$ cat src/rtl/wru_pkg.sv
`default_nettype none
// ----------------------------------------------------------------------------
// wru_pkg
// Shared widths, types and helpers for the weighted rank-one update block.
// ----------------------------------------------------------------------------
package wru_pkg;

  // Sizing of the stored vector and matrix
  localparam int MAX_DIM   = 16;
  localparam int FRAC_BITS = 16;

  // Fixed field widths
  localparam int VAL_W     = 32;   // Q16.16 element and weight
  localparam int ENT_W     = 48;   // Q32.16 matrix entry
  localparam int DIM_W     = 5;
  localparam int FLD_IDX_W = 4;
  localparam int OP_W      = 2;
  localparam int CFG_AW    = 1;
  localparam int CFG_DW    = 5;
  localparam int IN_DATA_W  = 40;
  localparam int OUT_DATA_W = 56;
  localparam int DIM_RESET  = 16;

  // Derived sizes
  localparam int IDX_W     = $clog2(MAX_DIM);
  localparam int MAT_DEPTH = MAX_DIM * MAX_DIM;
  localparam int MAT_AW    = $clog2(MAT_DEPTH);
  localparam int PROD_W    = 2 * VAL_W;
  localparam int SUM_W     = PROD_W + 1;

  // Command codes carried in tuser
  typedef enum logic [OP_W-1:0] {
    OP_LOAD   = 2'd0,
    OP_UPDATE = 2'd1,
    OP_READ   = 2'd2,
    OP_CLEAR  = 2'd3
  } op_t;

  // Configuration register indexes
  localparam logic [CFG_AW-1:0] REG_ONLY_UPPER = 1'd0;
  localparam logic [CFG_AW-1:0] REG_DIM_IN_USE = 1'd1;

  typedef logic [IDX_W-1:0]         idx_t;
  typedef logic [MAT_AW-1:0]        mat_addr_t;
  typedef logic signed [VAL_W-1:0]  val_t;
  typedef logic signed [ENT_W-1:0]  ent_t;

  localparam val_t VAL_MAX = {1'b0, {(VAL_W-1){1'b1}}};
  localparam val_t VAL_MIN = {1'b1, {(VAL_W-1){1'b0}}};
  localparam ent_t ENT_MAX = {1'b0, {(ENT_W-1){1'b1}}};
  localparam ent_t ENT_MIN = {1'b1, {(ENT_W-1){1'b0}}};

  // Request into the multiply-accumulate unit
  typedef struct packed {
    logic load;
    val_t op_a;
    val_t op_b;
    ent_t acc;
  } mac_req_t;

  // Results out of the multiply-accumulate unit
  typedef struct packed {
    val_t factor;
    logic factor_sat;
    ent_t sum;
    logic sum_sat;
  } mac_res_t;

  // Row-major matrix address
  function automatic mat_addr_t mat_addr(idx_t r, idx_t c);
    return MAT_AW'(int'(r) * MAX_DIM + int'(c));
  endfunction

endpackage
`default_nettype wire

$ cat src/rtl/wru_mac.sv
`default_nettype none
// ----------------------------------------------------------------------------
// wru_mac
// Shared multiplier with a product register, followed by the floor shift,
// row-factor saturation and saturating accumulate.
// ----------------------------------------------------------------------------
module wru_mac
  import wru_pkg::*;
(
  input  wire logic     clk,
  input  wire mac_req_t req,
  output mac_res_t      res
);

  logic signed [PROD_W-1:0] prod;
  ent_t                     acc;
  logic signed [PROD_W-1:0] shifted;
  logic [PROD_W-VAL_W:0]    hi_f;
  logic signed [SUM_W-1:0]  sum;
  logic [SUM_W-ENT_W:0]     hi_s;

  // Register the product and the entry it will be added to
  always_ff @(posedge clk) begin
    if (req.load) begin
      prod <= PROD_W'(req.op_a) * PROD_W'(req.op_b);
      acc  <= req.acc;
    end
  end

  // Floor shift, then saturate to the factor and entry ranges
  always_comb begin
    shifted = prod >>> FRAC_BITS;
    hi_f    = shifted[PROD_W-1:VAL_W-1];
    sum     = SUM_W'(shifted) + SUM_W'(acc);
    hi_s    = sum[SUM_W-1:ENT_W-1];

    res.factor_sat = !((&hi_f) || !(|hi_f));
    if (!res.factor_sat) begin
      res.factor = shifted[VAL_W-1:0];
    end else if (shifted[PROD_W-1]) begin
      res.factor = VAL_MIN;
    end else begin
      res.factor = VAL_MAX;
    end

    res.sum_sat = !((&hi_s) || !(|hi_s));
    if (!res.sum_sat) begin
      res.sum = sum[ENT_W-1:0];
    end else if (sum[SUM_W-1]) begin
      res.sum = ENT_MIN;
    end else begin
      res.sum = ENT_MAX;
    end
  end

endmodule
`default_nettype wire

$ cat config.mk
export PLATFORM = sky130hd
export DESIGN_NAME = wru_mac
export DESIGN_NICKNAME = d
export VERILOG_FILES = /design/src/rtl/wru_pkg.sv /design/src/rtl/wru_mac.sv
export SDC_FILE = /design/constraint.sdc
export NUM_CORES = 2
export LEC_CHECK = 0
export BUFFER_PORTS_ARGS = -buffer_cell sky130_fd_sc_hd__buf_4
export CAP_MARGIN = 20
export CORE_ASPECT_RATIO = 0.6
export CORE_MARGIN = 1.5
export CORE_UTILIZATION = 30
export CTS_BUF_LIST = sky130_fd_sc_hd__clkbuf_2 sky130_fd_sc_hd__clkbuf_4 sky130_fd_sc_hd__clkbuf_8
export CTS_CLUSTER_SIZE = 30
export DETAILED_ROUTE_END_ITERATION = 7
export GPL_ROUTABILITY_DRIVEN = 0
export GPL_TIMING_DRIVEN = 1
export PLACE_DENSITY_LB_ADDON = 0.1
export SETUP_SLACK_MARGIN = 0.2
export SYNTH_ARGS = -nofsm -noshare
export SYNTH_HDL_FRONTEND = slang
export SYNTH_SLANG_ARGS = --single-unit
$ cat constraint.sdc
create_clock -name clk -period 18.73 [get_ports clk]
set_input_delay 2.8095 -clock clk [delete_from_list [all_inputs] [get_ports clk]]
set_output_delay 2.8095 -clock clk [all_outputs]
set_load 0.005 [all_outputs]
==> flow_summary.ini <==
[setup_path]
crit_path_top_delay_cell = fa_1
start_kind = primary input
critPathTopFamily = adder cells
path_class = in2reg
cp-end-kind = register
path_max_fanout = 32
crit_path_frequent_cell = fa_1
slowest_delay_ns = 0.62
critPathBufInv = 4
required_ns = 18.91
crit_chain = buf_4 > and2_1 > fa_1 > fa_1 > inv_1 > fa_1 > fa_1 > inv_1 > fa_1 > fa_1 > fa_1 > fa_1 > ha_1 > nand2_1 > nor2_1 > nand4_1 > nor4_1 > o31ai_1 > a21oi_1 > buf_4 > a21oi_2 > o21bai_1 > a31oi_1 > xnor2_1
arrival_ns = 10.95

[drt]
wirelength_um = 144000
via_count = 28900
dr.first_iter.drc_count = 2026
drt.antenna.violating_nets = 0
viasPerCell = 4.69
drc = 0
wire_per_inst_um = 23.4
first_pass_iters = 5

[timing]
max_freq_mhz = 92.8
finalSetupViolations = 0
hold_viol_final = 0
holdWs_ns = 2.57
fin_crit_sh_pct = 57.5
relSlewSlack_pct = 28.8
rsz0062_at_grt = no
period_needed_ns = 10.78
slew_violations = 0
worst_slew_pin_slew_ns = 1.07
finalSetupTns_ns = 0

[final_layout]
mostFrequentLayoutCells = 1082 x fa_1, 963 x inv_1, 543 x nand2_1
area_growth_pct = 7.46
drive_above_1_share_pct = 5.65
nets = 5755
layout_commonest_cell = fa_1

[yosys]
synth_area_um2 = 41800
ys_seq_area_share_pct = 6.90
synth_warnings = 0
synthCells = 4340
synth_fp_nets = 5764
ys_async_sr_fraction_pct = 0
ys_types = 72
ys_seq_elements = 96
synth_ff_type = edfxtp_1
synth_edf_count = 96
avgSynthCellArea_um2 = 9.62

[cts]
post_cts_buffers = 0
clk_pin_slew_ns = 0.11
cts_hold_repair.buffers = 0
numCtsBuffers = 9
htreeDepth = 3
clock_path_buffers = 2
cts_tree = done
cts_resized = 0
cts_root_buf = clkbuf_8
cts.sinks = 96

[placed_design]
dp_hpwl_um = 118000
port_buffers = 195

[grt]
grt_use_total_pct = 20.8
grt.overflow.total = 0
antenna_found_initial = 10
grt_pass1_wl_um = 218000
grt_pass1_vias = 31500
grt_max_degree = 66

[die]
initial_core_util_pct = 30.4
core-area_um2 = 137000
die_w_um = 485
io_pins = 196
std_cell_rows = 105
dieArea_um2 = 142000
die_h_um = 292

[job]
cap_violations = 0

[min_path]
min_path_type = in2reg

[run_status]
status = completed
==> layer usage <==
metal	vias to the layer above	part of all wire, %	GRT usage, %
li1	12800	-	-
met1	15200	54	34.5
met2	719	38	28.0
met3	76	6.2	3.49
met4	2	1.3	2.65
met5	-	0.0090	0
==> final cells by class <==
type,instances,area [um2]
antenna,2,5.00
clock buffer,9,124
clock inverter,7,55.1
fill,14400,92500
inverter,963,3610
multi-input combinational,3058,34400
sequential,96,2880
tap,1819,2280
timing repair buffer,203,1520
==> cell usage after synthesis (all sizes together), types with 13 or more instances <==
cell type  instances  share of area (%)
fa              1082                 52
inv              963                8.7
nand2            544                4.9
and2             511                7.7
ha               228                6.8
clkbuf           209                1.9
a21oi            130                1.6
edfxtp            96                6.9
a21o              92                1.7
xnor2             75                1.6
nor2              64               0.60
o21ai             63               0.76
xor2              30               0.63
nand4             29               0.45
nand2b            22               0.33
nand3             20               0.24
a31oi             18               0.28
and3              14               0.22
buf               14               0.23
a211oi            13               0.23
o31ai             13               0.32
==> flip-flops by register name (all words and copies together) (netlist names) <==
name and cells:
prod 48, acc 48
==> cell families after synthesis <==
kind of cell	after synthesis	share of synthesized area, %
AOI/OAI and AO/OA	388	6.14
xor gates and xnor gates	105	2.25
adders and majority gates	1313	58.8
buffers and inverters	1186	10.8
DFF	96	6.90
and+or+nand+nor	1252	15.2
==> metrics by stage <==
step           cells  cell area, um2  worst slack, ns  utilization, %
2_1_floorplan   4340           41800             8.34               -
3_3_place_gp    6139           44700             7.58            32.5
3_5_place_dp    6139           44700             7.56            32.5
4_1_cts         6155           44900             8.02            32.7
5_1_grt         6155           44900             7.56            32.7
6_report        6157           44900             7.95            32.7
==> final timing paths <==
check | cells past startpoint | slack (ns) | to | startpoint
worst max-delay path | 24 | 7.95 | prod[54] | req[99]
worst min-delay path | 1 | 2.57 | acc[18] | req[18]
Power is left out: the tool's default activity adds up to more than one toggle a clock period on the data nets, which glitch-free logic cannot reach.
