## src/rtl/wru_ram.sv

```systemverilog
`default_nettype none
// ----------------------------------------------------------------------------
// wru_ram
// Generic single-write, single-read RAM with a registered read port.
// ----------------------------------------------------------------------------
module wru_ram #(
  parameter int WIDTH = 32,
  parameter int DEPTH = 16
) (
  input  wire logic                     clk,
  input  wire logic                     we,
  input  wire logic [$clog2(DEPTH)-1:0] waddr,
  input  wire logic [WIDTH-1:0]         wdata,
  input  wire logic [$clog2(DEPTH)-1:0] raddr,
  output logic      [WIDTH-1:0]         rdata
);

  logic [WIDTH-1:0] mem [DEPTH];

  // Write port and registered read
  always_ff @(posedge clk) begin
    if (we) begin
      mem[waddr] <= wdata;
    end
    rdata <= mem[raddr];
  end

endmodule
`default_nettype wire

```

## config.mk

```make
export PLATFORM = sky130hd
export DESIGN_NAME = wru_ram
export DESIGN_NICKNAME = d
export VERILOG_FILES = /design/src/rtl/wru_ram.sv
export SDC_FILE = /design/constraint.sdc
export NUM_CORES = 1
export LEC_CHECK = 0
export ABC_AREA = 1
export BUFFER_PORTS_ARGS = -buffer_cell sky130_fd_sc_hd__buf_2
export CORE_MARGIN = 10
export CORE_UTILIZATION = 35
export DETAILED_ROUTE_END_ITERATION = 10
export HOLD_SLACK_MARGIN = 0.06
export PLACE_DENSITY = 0.56
export SETUP_SLACK_MARGIN = 0.1
export SYNTH_ARGS = -nofsm -noshare
export SYNTH_HDL_FRONTEND = slang
export SYNTH_SLANG_ARGS = --single-unit
```

## constraint.sdc

```tcl
create_clock -name clk -period 8.2 [get_ports clk]
set_clock_uncertainty 0.2 [all_clocks]
set_input_delay 1.64 -clock clk [delete_from_list [all_inputs] [get_ports clk]]
set_output_delay 1.64 -clock clk [all_outputs]
set_load 0.02 [all_outputs]
```

==> impl_metrics.ini, run 1 <==
[critical_path]
worstPathMaxFanout = 126
rrSetupSlack_ns = 6.91
cp_common_cell = nand2_1
cp_cell_sequence = clkbuf_8 -> inv_6 -> buf_4 -> nand2_1 -> nand2_1 -> nand2_1 -> nand3_1 -> nand3_1 -> nand2_1
regToRegEndpoint = rdata[10]
rr_worst_depth = 6
worstSetupEndpoint = rdata[23]
crit_type = input pin to flip-flop
crit_family = buffers and inverters
endpoint_kind = flip-flop
critPathLaunchType = input pin
crit_path_max_incr_delay_ns = 0.96
cp-startpoint = raddr[0]
reg2reg_from = mem[13][10]
critical-path-slowest-cell = buf_4
worst_ep_required_time_ns = 8.53
worstPathArrival_ns = 4.41
cp.depth = 9
path_buf_inv = 3

[grt]
grtUsageTotal_pct = 14.6
grt_pass1_wl_um = 84000
global_route.overflow_total = 0
grt_max_degree = 127
antenna_found_initial = 4
grt_pass1_vias = 13814

[cts]
clockRootBuffer = clkbuf_16
insertion_delay_ns = 0.60
cts_buffers = 56
cts_buffer_depth = 3
postCtsSetupRepairBufs = 0
clk_pin_slew_ns = 0.06
cts_resized = 0
cts_sinks = 544
postCtsHoldBufs = 0
cts_tree = built
htreeDepth = 2

[sta]
worstMarginPinSlew_ns = 1.13
timing.hold.ws_ns = 0.456
max_freq_ghz = 0.246
hold_violations = 0
drv_slew = 0
period_share_pct = 49.7
relSlewSlack_pct = 24.6
setup_ws_ns = 4.13
setup_viol = 0
rsz0062_at_grt = no
fin_crit_ns = 4.07
fin_setup_tns_ns = 0

[route]
wl_um = 55300
dr.first_iter.drc_count = 1048
antenna_left = 0
wire_per_inst_um = 18.0
drt-vias-per-instance = 4.68
drt_first_pass_iters = 7
drc = 0
num_vias = 14363

[synth]
syn_inst = 2120
async_flop_share_pct = 0
synth_largest_area_cell = edfxtp_1
postSynthAreaPerCell_um2 = 10.7
synth.cell_area_mm2 = 0.0227
synth_flop_cell = edfxtp_1
synth_seq_area_share_pct = 70.5
syn-num-nets = 2162
synth-edff-count = 512
synthTopCellsByCount = 677 x nand2_1, 512 x edfxtp_1, 388 x inv_1
netlist-cell-type-count = 15
ys_warn_count = 0
synth.top_cell.area_share_pct = 67.6
ys_seq_elements = 544
post-synth-top-count-cell = nand2_1
synth_area_leaders = edfxtp_1 68%, nand2_1 11%, nand3_1 8.5%, inv_1 6.4%, dfxtp_1 2.8%

[power]
p_leak_nw = 10.7
power_mw = 5.91
ir_drop_v = 0.000153
power.density_mw_per_mm2 = 231

[outcome]
outcome = finished clean

[placed_design]
place_area_mm2 = 0.0238
io_buffers = 73
gp_congestion = 0.730
detailedPlace.worstSlack_ns = 3.47
dp_hpwl_um = 25600
place_inst = 2969

[finish]
fin_cells = 3072
fin_util_pct = 39.7
final_layout_size_suffix_gt1_share_pct = 8.76
layout.nets = 2214
fin_area_mm2 = 0.0255
area_growth_pct = 12.3

[floorplanning]
io_pins = 74
floorplan.initialDensity_pct = 35.3
row_count = 93
die_y_um = 275
die_area_mm2 = 0.0755
core_area_mm2 = 0.0643
die_w_um = 275

[hold_path]
min_path_type = flip-flop to flip-flop
hp-start = mem[4][0]
whs_path_depth = 6

[flow_run]
cap_violations = 0
## cell type report
| cell class | count | area, µm² |
|---|---|---|
| Antenna cell | 2 | 5.00 |
| Clock buffer | 83 | 1560 |
| Clock inverter | 18 | 160 |
| Fill cell | 6087 | 38800 |
| Inverter | 390 | 1470 |
| Multi-Input combinational cell | 1081 | 4670 |
| Sequential cell | 544 | 16000 |
| Tap cell | 855 | 1070 |
| Timing Repair Buffer | 99 | 572 |
## registers in the layout (all words and copies together), names as in the netlist
name / count
rdata: 32
mem: 512
## worst min path at each step
stage               slack [ns]         to
floorplan                 0.41   rdata[0]
global placement          0.44  rdata[22]
detailed placement        0.44  rdata[20]
CTS                       0.46  rdata[20]
global route              0.52  rdata[30]
finish                    0.46   rdata[0]
## layer usage
metal	up-vias	wire length (µm)	GRT usage, %
met2	415	25400	23.2
met5	-	17	0
met3	89	3320	2.20
li1	6942	-	-
met1	6915	25100	20.3
met4	2	1400	4.80
## power breakdown
| group | leakage (nW) | internal (mW) | switching (mW) |
|---|---|---|---|
| sequential | 4.90 | 3.11 | 0.0175 |
| combinational | 4.99 | 0.0948 | 0.268 |
| clock | 0.849 | 1.40 | 1.02 |
| total | 10.7 | 4.61 | 1.30 |
## logic make-up (layout without fill, tap and decap cells)
group | count (synthesis) | after routing | synth area share [%]
simple gates | 1081 | 1081 | 20.0
flops | 544 | 544 | 70.5
buf+inv | 495 | 590 | 9.54
other cells | 0 | 2 | 0
## placed cells by master (no fill, tap or decap)
master / synthesis / routed
nand3_1: 385 / 385
nor2_1: 17 / 1
dfxtp_1: 32 / 32
inv_1: 388 / 386
inv_2: 1 / 2
bufinv_16: 0 / 3
nor2_4: 0 / 16
clkbuf_8: 0 / 5
clkbuf_16: 0 / 57
clkinv_2: 0 / 11
inv_4: 1 / 1
clkbuf_1: 14 / 22
buf_2: 41 / 71
buf_4: 6 / 27
inv_6: 0 / 1
clkinv_1: 0 / 4
edfxtp_1: 512 / 512
nand3b_1: 2 / 2
nand2_1: 677 / 677
diode_2: 0 / 2
## worst reg2reg max path: stages (launching register included)
cell and delay [ns]:
edfxtp_1 0.37, inv_1 0.06, nand2_1 0.04, nand3_1 0.12, nand3_1 0.09, nand3_1 0.14
nand2_1 0.13
(Power assumes the default switching activity.)
==> inputs of run 2 (changes only) <==
--- a/config.mk
+++ b/config.mk
@@ -5,13 +5,13 @@
 export SDC_FILE = /design/constraint.sdc
 export NUM_CORES = 1
 export LEC_CHECK = 0
-export ABC_AREA = 1
+export ABC_AREA = 0
 export BUFFER_PORTS_ARGS = -buffer_cell sky130_fd_sc_hd__buf_2
 export CORE_MARGIN = 10
 export CORE_UTILIZATION = 35
 export DETAILED_ROUTE_END_ITERATION = 10
 export HOLD_SLACK_MARGIN = 0.06
-export PLACE_DENSITY = 0.56
+export PLACE_DENSITY = 0.58
 export SETUP_SLACK_MARGIN = 0.1
 export SYNTH_ARGS = -nofsm -noshare
 export SYNTH_HDL_FRONTEND = slang
==> constraint.sdc (replaced) <==
create_clock -name clk -period 3.32 [get_ports clk]
set_clock_uncertainty 0.2 [all_clocks]
set_input_delay 0.664 -clock clk [delete_from_list [all_inputs] [get_ports clk]]
set_output_delay 0.664 -clock clk [all_outputs]
set_load 0.02 [all_outputs]
==> impl_metrics.ini, run 2 <==
[cts]
postCtsHoldBufs = 0
postCtsSetupRepairBufs = 0
cts_buffer_depth = 3
cts_resized = 0
htreeDepth = 2
cts_buffers = 55
insertion_delay_ns = 0.59
cts_sinks = 544
clockRootBuffer = clkbuf_16
clk_pin_slew_ns = 0.06
cts_tree = built

[synth]
async_flop_share_pct = 0
synth_flop_cell = edfxtp_1
synth.top_cell.area_share_pct = 77.4
netlist-cell-type-count = 18
ys_warn_count = 0
synth.cell_area_mm2 = 0.0199
syn_inst = 838
synth_largest_area_cell = edfxtp_1
synth_area_leaders = edfxtp_1 77%, mux4_2 15%, dfxtp_1 3.2%, a22oi_1 2.4%, nand2_1 0.62%
synthTopCellsByCount = 512 x edfxtp_1, 128 x mux4_2, 64 x a22oi_1
syn-num-nets = 880
ys_seq_elements = 544
post-synth-top-count-cell = edfxtp_1
synth_seq_area_share_pct = 80.7
synth-edff-count = 512
postSynthAreaPerCell_um2 = 23.7

[grt]
grtUsageTotal_pct = 13.3
grt_pass1_wl_um = 65500
grt_pass1_vias = 9577
antenna_found_initial = 5
global_route.overflow_total = 0
grt_max_degree = 40

[sta]
fin_setup_tns_ns = 0
drv_slew = 0
timing.hold.ws_ns = 0.244
worstMarginPinSlew_ns = 0.739
max_freq_ghz = 0.482
fin_crit_ns = 2.07
relSlewSlack_pct = 50.6
rsz0062_at_grt = no
setup_viol = 0
hold_violations = 0
period_share_pct = 62.4

[finish]
final_common_cell = edfxtp_1
top_register = mem
top_regs = mem x512, rdata x32
area_growth_pct = 18.0
largest_register_ffs = 512
final_layout_size_suffix_gt1_share_pct = 34.0
layout.nets = 1008
layout_common_cells = 512 x edfxtp_1, 128 x mux4_2, 71 x buf_2

[flow_run]
cap_violations = 0

[route]
num_vias = 9060
drc = 0
wire_per_inst_um = 24.9
antenna_left = 0
wl_um = 44000
dr.first_iter.drc_count = 911
drt-vias-per-instance = 5.12
drt_first_pass_iters = 7

[floorplanning]
core_area_mm2 = 0.0563
floorplan.initialDensity_pct = 35.3
io_pins = 74
die_y_um = 258
die_w_um = 258
die_area_mm2 = 0.0667
row_count = 87

[critical_path]
endpoint_kind = output pin
worstPathArrival_ns = 1.21
critPathLaunchType = flip-flop
critical-path-slowest-cell = dfxtp_1
worstPathMaxFanout = 1
cp_cell_sequence = buf_2
crit_family = flip-flops
worst_ep_required_time_ns = 2.46
crit_type = flip-flop to output pin
path_buf_inv = 1
crit_path_max_incr_delay_ns = 0.41

[power]
p_leak_nw = 7.48
ir_drop_v = 0.000373
power.density_mw_per_mm2 = 625

[outcome]
outcome = finished clean

[placed_design]
io_buffers = 73
gp_congestion = 0.705
dp_hpwl_um = 24900

[hold_path]
min_path_type = input pin to flip-flop
==> run 2: cell types whose count changed after synthesis, sizes merged, moves of 2 or more <==
cell	delta
nor2	-4
clkbuf	+3
nand2	-644
nor3	+4
nor2b	+2
mux4	+128
inv	-390
nand2b	+2
buf	-65
nand3	-384
a22oi	+64
==> run 2: cell families after synthesis <==
group	synth area share, %
flops	80.7
mux	14.5
compound gates	2.42
simple gates	1.27
buf+inv	1.12
==> run 2: area by class of cell <==
cell class	instances	area, µm²
multi-input cells	251	3770
fillers	4860	32900
diodes	2	5.00
flip-flops and latches	544	16000
repair buffers	114	860
clock inverters	16	214
clock buffers	85	1610
well taps	756	946
==> run 2: where the power goes <==
group	internal [mW]	switching [mW]	leakage [nW]
combinational	0.293	0.454	1.71
sequential	7.68	0.0489	4.89
clock	3.71	2.46	0.880
total	11.7	2.96	7.48
==> run 2: final timing paths <==
check / from / endpoint / slack (ns) / cells after the start
worst max-delay path: rdata[31] / rdata[31] / 1.25 / 1
worst min-delay path: wdata[25] / mem[2][25] / 0.24 / 1
worst max register to register: mem[11][3] / rdata[3] / 1.71 / 3
worst min register to register: mem[14][31] / rdata[31] / 0.47 / 3
==> run 2: per-stage QoR <==
step	instances	worst slack [ns]	total power [mW]	cell area [µm²]	utilization [%]
2_1_floorplan	838	0.148	8.28	19900	-
3_3_place_gp	1665	0.634	8.62	21600	38.4
3_5_place_dp	1665	0.651	8.64	21600	38.4
4_1_cts	1766	1.20	14.8	23400	41.6
5_1_grt	1767	1.18	15.1	23400	41.6
6_report	1768	1.25	14.6	23400	41.6
==> run 2: routing by layer <==
metal | track usage [%] | routed length (µm) | part of all wire, %
met5 | 0 | 32 | 0.073
met4 | 3.97 | 871 | 2.0
met3 | 2.86 | 2640 | 6.0
met2 | 20.6 | 20900 | 47
met1 | 18.5 | 19600 | 44
==> inputs of run 3 (changes only) <==
--- a/config.mk
+++ b/config.mk
@@ -11,7 +11,7 @@
 export CORE_UTILIZATION = 35
 export DETAILED_ROUTE_END_ITERATION = 10
 export HOLD_SLACK_MARGIN = 0.06
-export PLACE_DENSITY = 0.58
+export PLACE_DENSITY = 0.56
 export SETUP_SLACK_MARGIN = 0.1
 export SYNTH_ARGS = -nofsm -noshare
 export SYNTH_HDL_FRONTEND = slang
==> constraint.sdc (replaced) <==
create_clock -name clk -period 2 [get_ports clk]
set_clock_uncertainty 0.2 [all_clocks]
set_input_delay 0.4 -clock clk [delete_from_list [all_inputs] [get_ports clk]]
set_output_delay 0.4 -clock clk [all_outputs]
set_load 0.02 [all_outputs]
==> impl_metrics.ini, run 3 (synthesized netlist as in run 2, its figures left out) <==
[critical_path]
crit_type = flip-flop to output pin
cp-startpoint = rdata[22]
rr_worst_depth = 3
critPathLaunchType = flip-flop
cp.depth = 1
reg2reg_from = mem[7][13]
regToRegEndpoint = rdata[13]
crit_path_max_incr_delay_ns = 0.41
endpoint_kind = output pin
worstPathMaxFanout = 1
worstSetupEndpoint = rdata[22]
path_buf_inv = 1
worst_ep_required_time_ns = 1.40
cp_cell_sequence = buf_2
critical-path-slowest-cell = dfxtp_1
worstPathArrival_ns = 1.21
crit_family = flip-flops
rrSetupSlack_ns = 0.43

[cts]
cts_tree = built
htreeDepth = 2
postCtsSetupRepairBufs = 0
cts_sinks = 544
clk_pin_slew_ns = 0.06
insertion_delay_ns = 0.60
clockRootBuffer = clkbuf_16
cts_buffers = 57
cts_buffer_depth = 3

[floorplanning]
row_count = 87
die_w_um = 258
core_area_mm2 = 0.0563
die_area_mm2 = 0.0667
die_y_um = 258
io_pins = 74
floorplan.initialDensity_pct = 35.3

[sta]
relSlewSlack_pct = 67.6
fin_crit_ns = 1.81
period_share_pct = 90.4
worstMarginPinSlew_ns = 0.485
max_freq_ghz = 0.553
drv_slew = 0
fin_setup_tns_ns = 0
rsz0062_at_grt = no
setup_viol = 0
hold_violations = 0
timing.hold.ws_ns = 0.277

[grt]
grt_pass1_wl_um = 66900
grt_pass1_vias = 9990
grtUsageTotal_pct = 13.5
antenna_found_initial = 3
global_route.overflow_total = 0
grt_max_degree = 39

[finish]
layout_common_cells = 512 x edfxtp_1, 128 x mux4_2, 71 x buf_2
final_common_cell = edfxtp_1
top_regs = mem x512, rdata x32
layout.nets = 1078
final_layout_size_suffix_gt1_share_pct = 34.4
multi_input_comb_area_mm2 = 0.00379
fin_cells = 1843
fillCellCount = 4804
top_register = mem
fin_util_pct = 43.3
largest_register_ffs = 512
area_growth_pct = 22.7
seq_area_mm2 = 0.0160

[route]
drt-vias-per-instance = 5.08
wl_um = 45000
dr.first_iter.drc_count = 811
wire_per_inst_um = 24.4
drt_first_pass_iters = 5
drc = 0
antenna_left = 0
num_vias = 9365

[power]
ir_drop_v = 0.000690
power.density_mw_per_mm2 = 990
p_leak_nw = 7.87

[placed_design]
gp_congestion = 0.707
place_inst = 1701
io_buffers = 73
dp_hpwl_um = 25400

[hold_path]
min_path_type = input pin to flip-flop

[outcome]
outcome = finished clean

[flow_run]
cap_violations = 0
[run 3: report_power, final]
group          leakage [nW]  internal [mW]  switching [mW]  total, mW
Sequential             4.89           12.7          0.0796       12.8
Combinational          2.13          0.614           0.785       1.40
Clock                 0.847           5.73            4.14       9.87
Total                  7.87           19.1            5.01       24.1
[run 3: final cells by class]
class / count / area share, %
diodes: 2 / 0.0206
clock buffers: 82 / 6.50
clock inverters: 26 / 0.714
multi-input cells: 251 / 15.6
flip-flops and latches: 544 / 65.8
well taps: 756 / 3.88
repair buffers: 182 / 7.55
[run 3: through the flow]
step                      instance area, µm²  setup slack (ns)  power (mW)
after floorplan                        20000            -0.309        13.8
after global placement                 22300            -0.107        14.4
after detailed placement               22300           -0.0976        14.4
after CTS                              24300             0.109        24.4
after global routing                   24300             0.126        25.0
final                                  24400             0.192        24.1
[run 3: worst min path at each step]
stage                            from  slack, ns         to  cells past startpoint
final                        raddr[3]       0.28   rdata[9]                      5
after global placement     mem[14][6]       0.45   rdata[6]                      3
after detailed placement  mem[14][27]       0.46  rdata[27]                      3
after global routing         raddr[3]       0.26  rdata[20]                      5
after CTS                    raddr[3]       0.22  rdata[20]                      5
after floorplan              wdata[0]       0.30  mem[0][0]                      0
[run 3: timing repair]
item                                    in CTS  in global routing
resized for setup                            0                  1
endpoints found under the setup margin       0                  1
endpoints found under the hold margin      512                  0
hold buffers                                32                  0
[run 3: layer usage]
| metal | wire length [µm] | track usage [%] |
|---|---|---|
| met5 | 13 | 0 |
| met4 | 698 | 3.32 |
| met3 | 2520 | 3.03 |
| met2 | 20800 | 20.4 |
| met1 | 20900 | 19.6 |
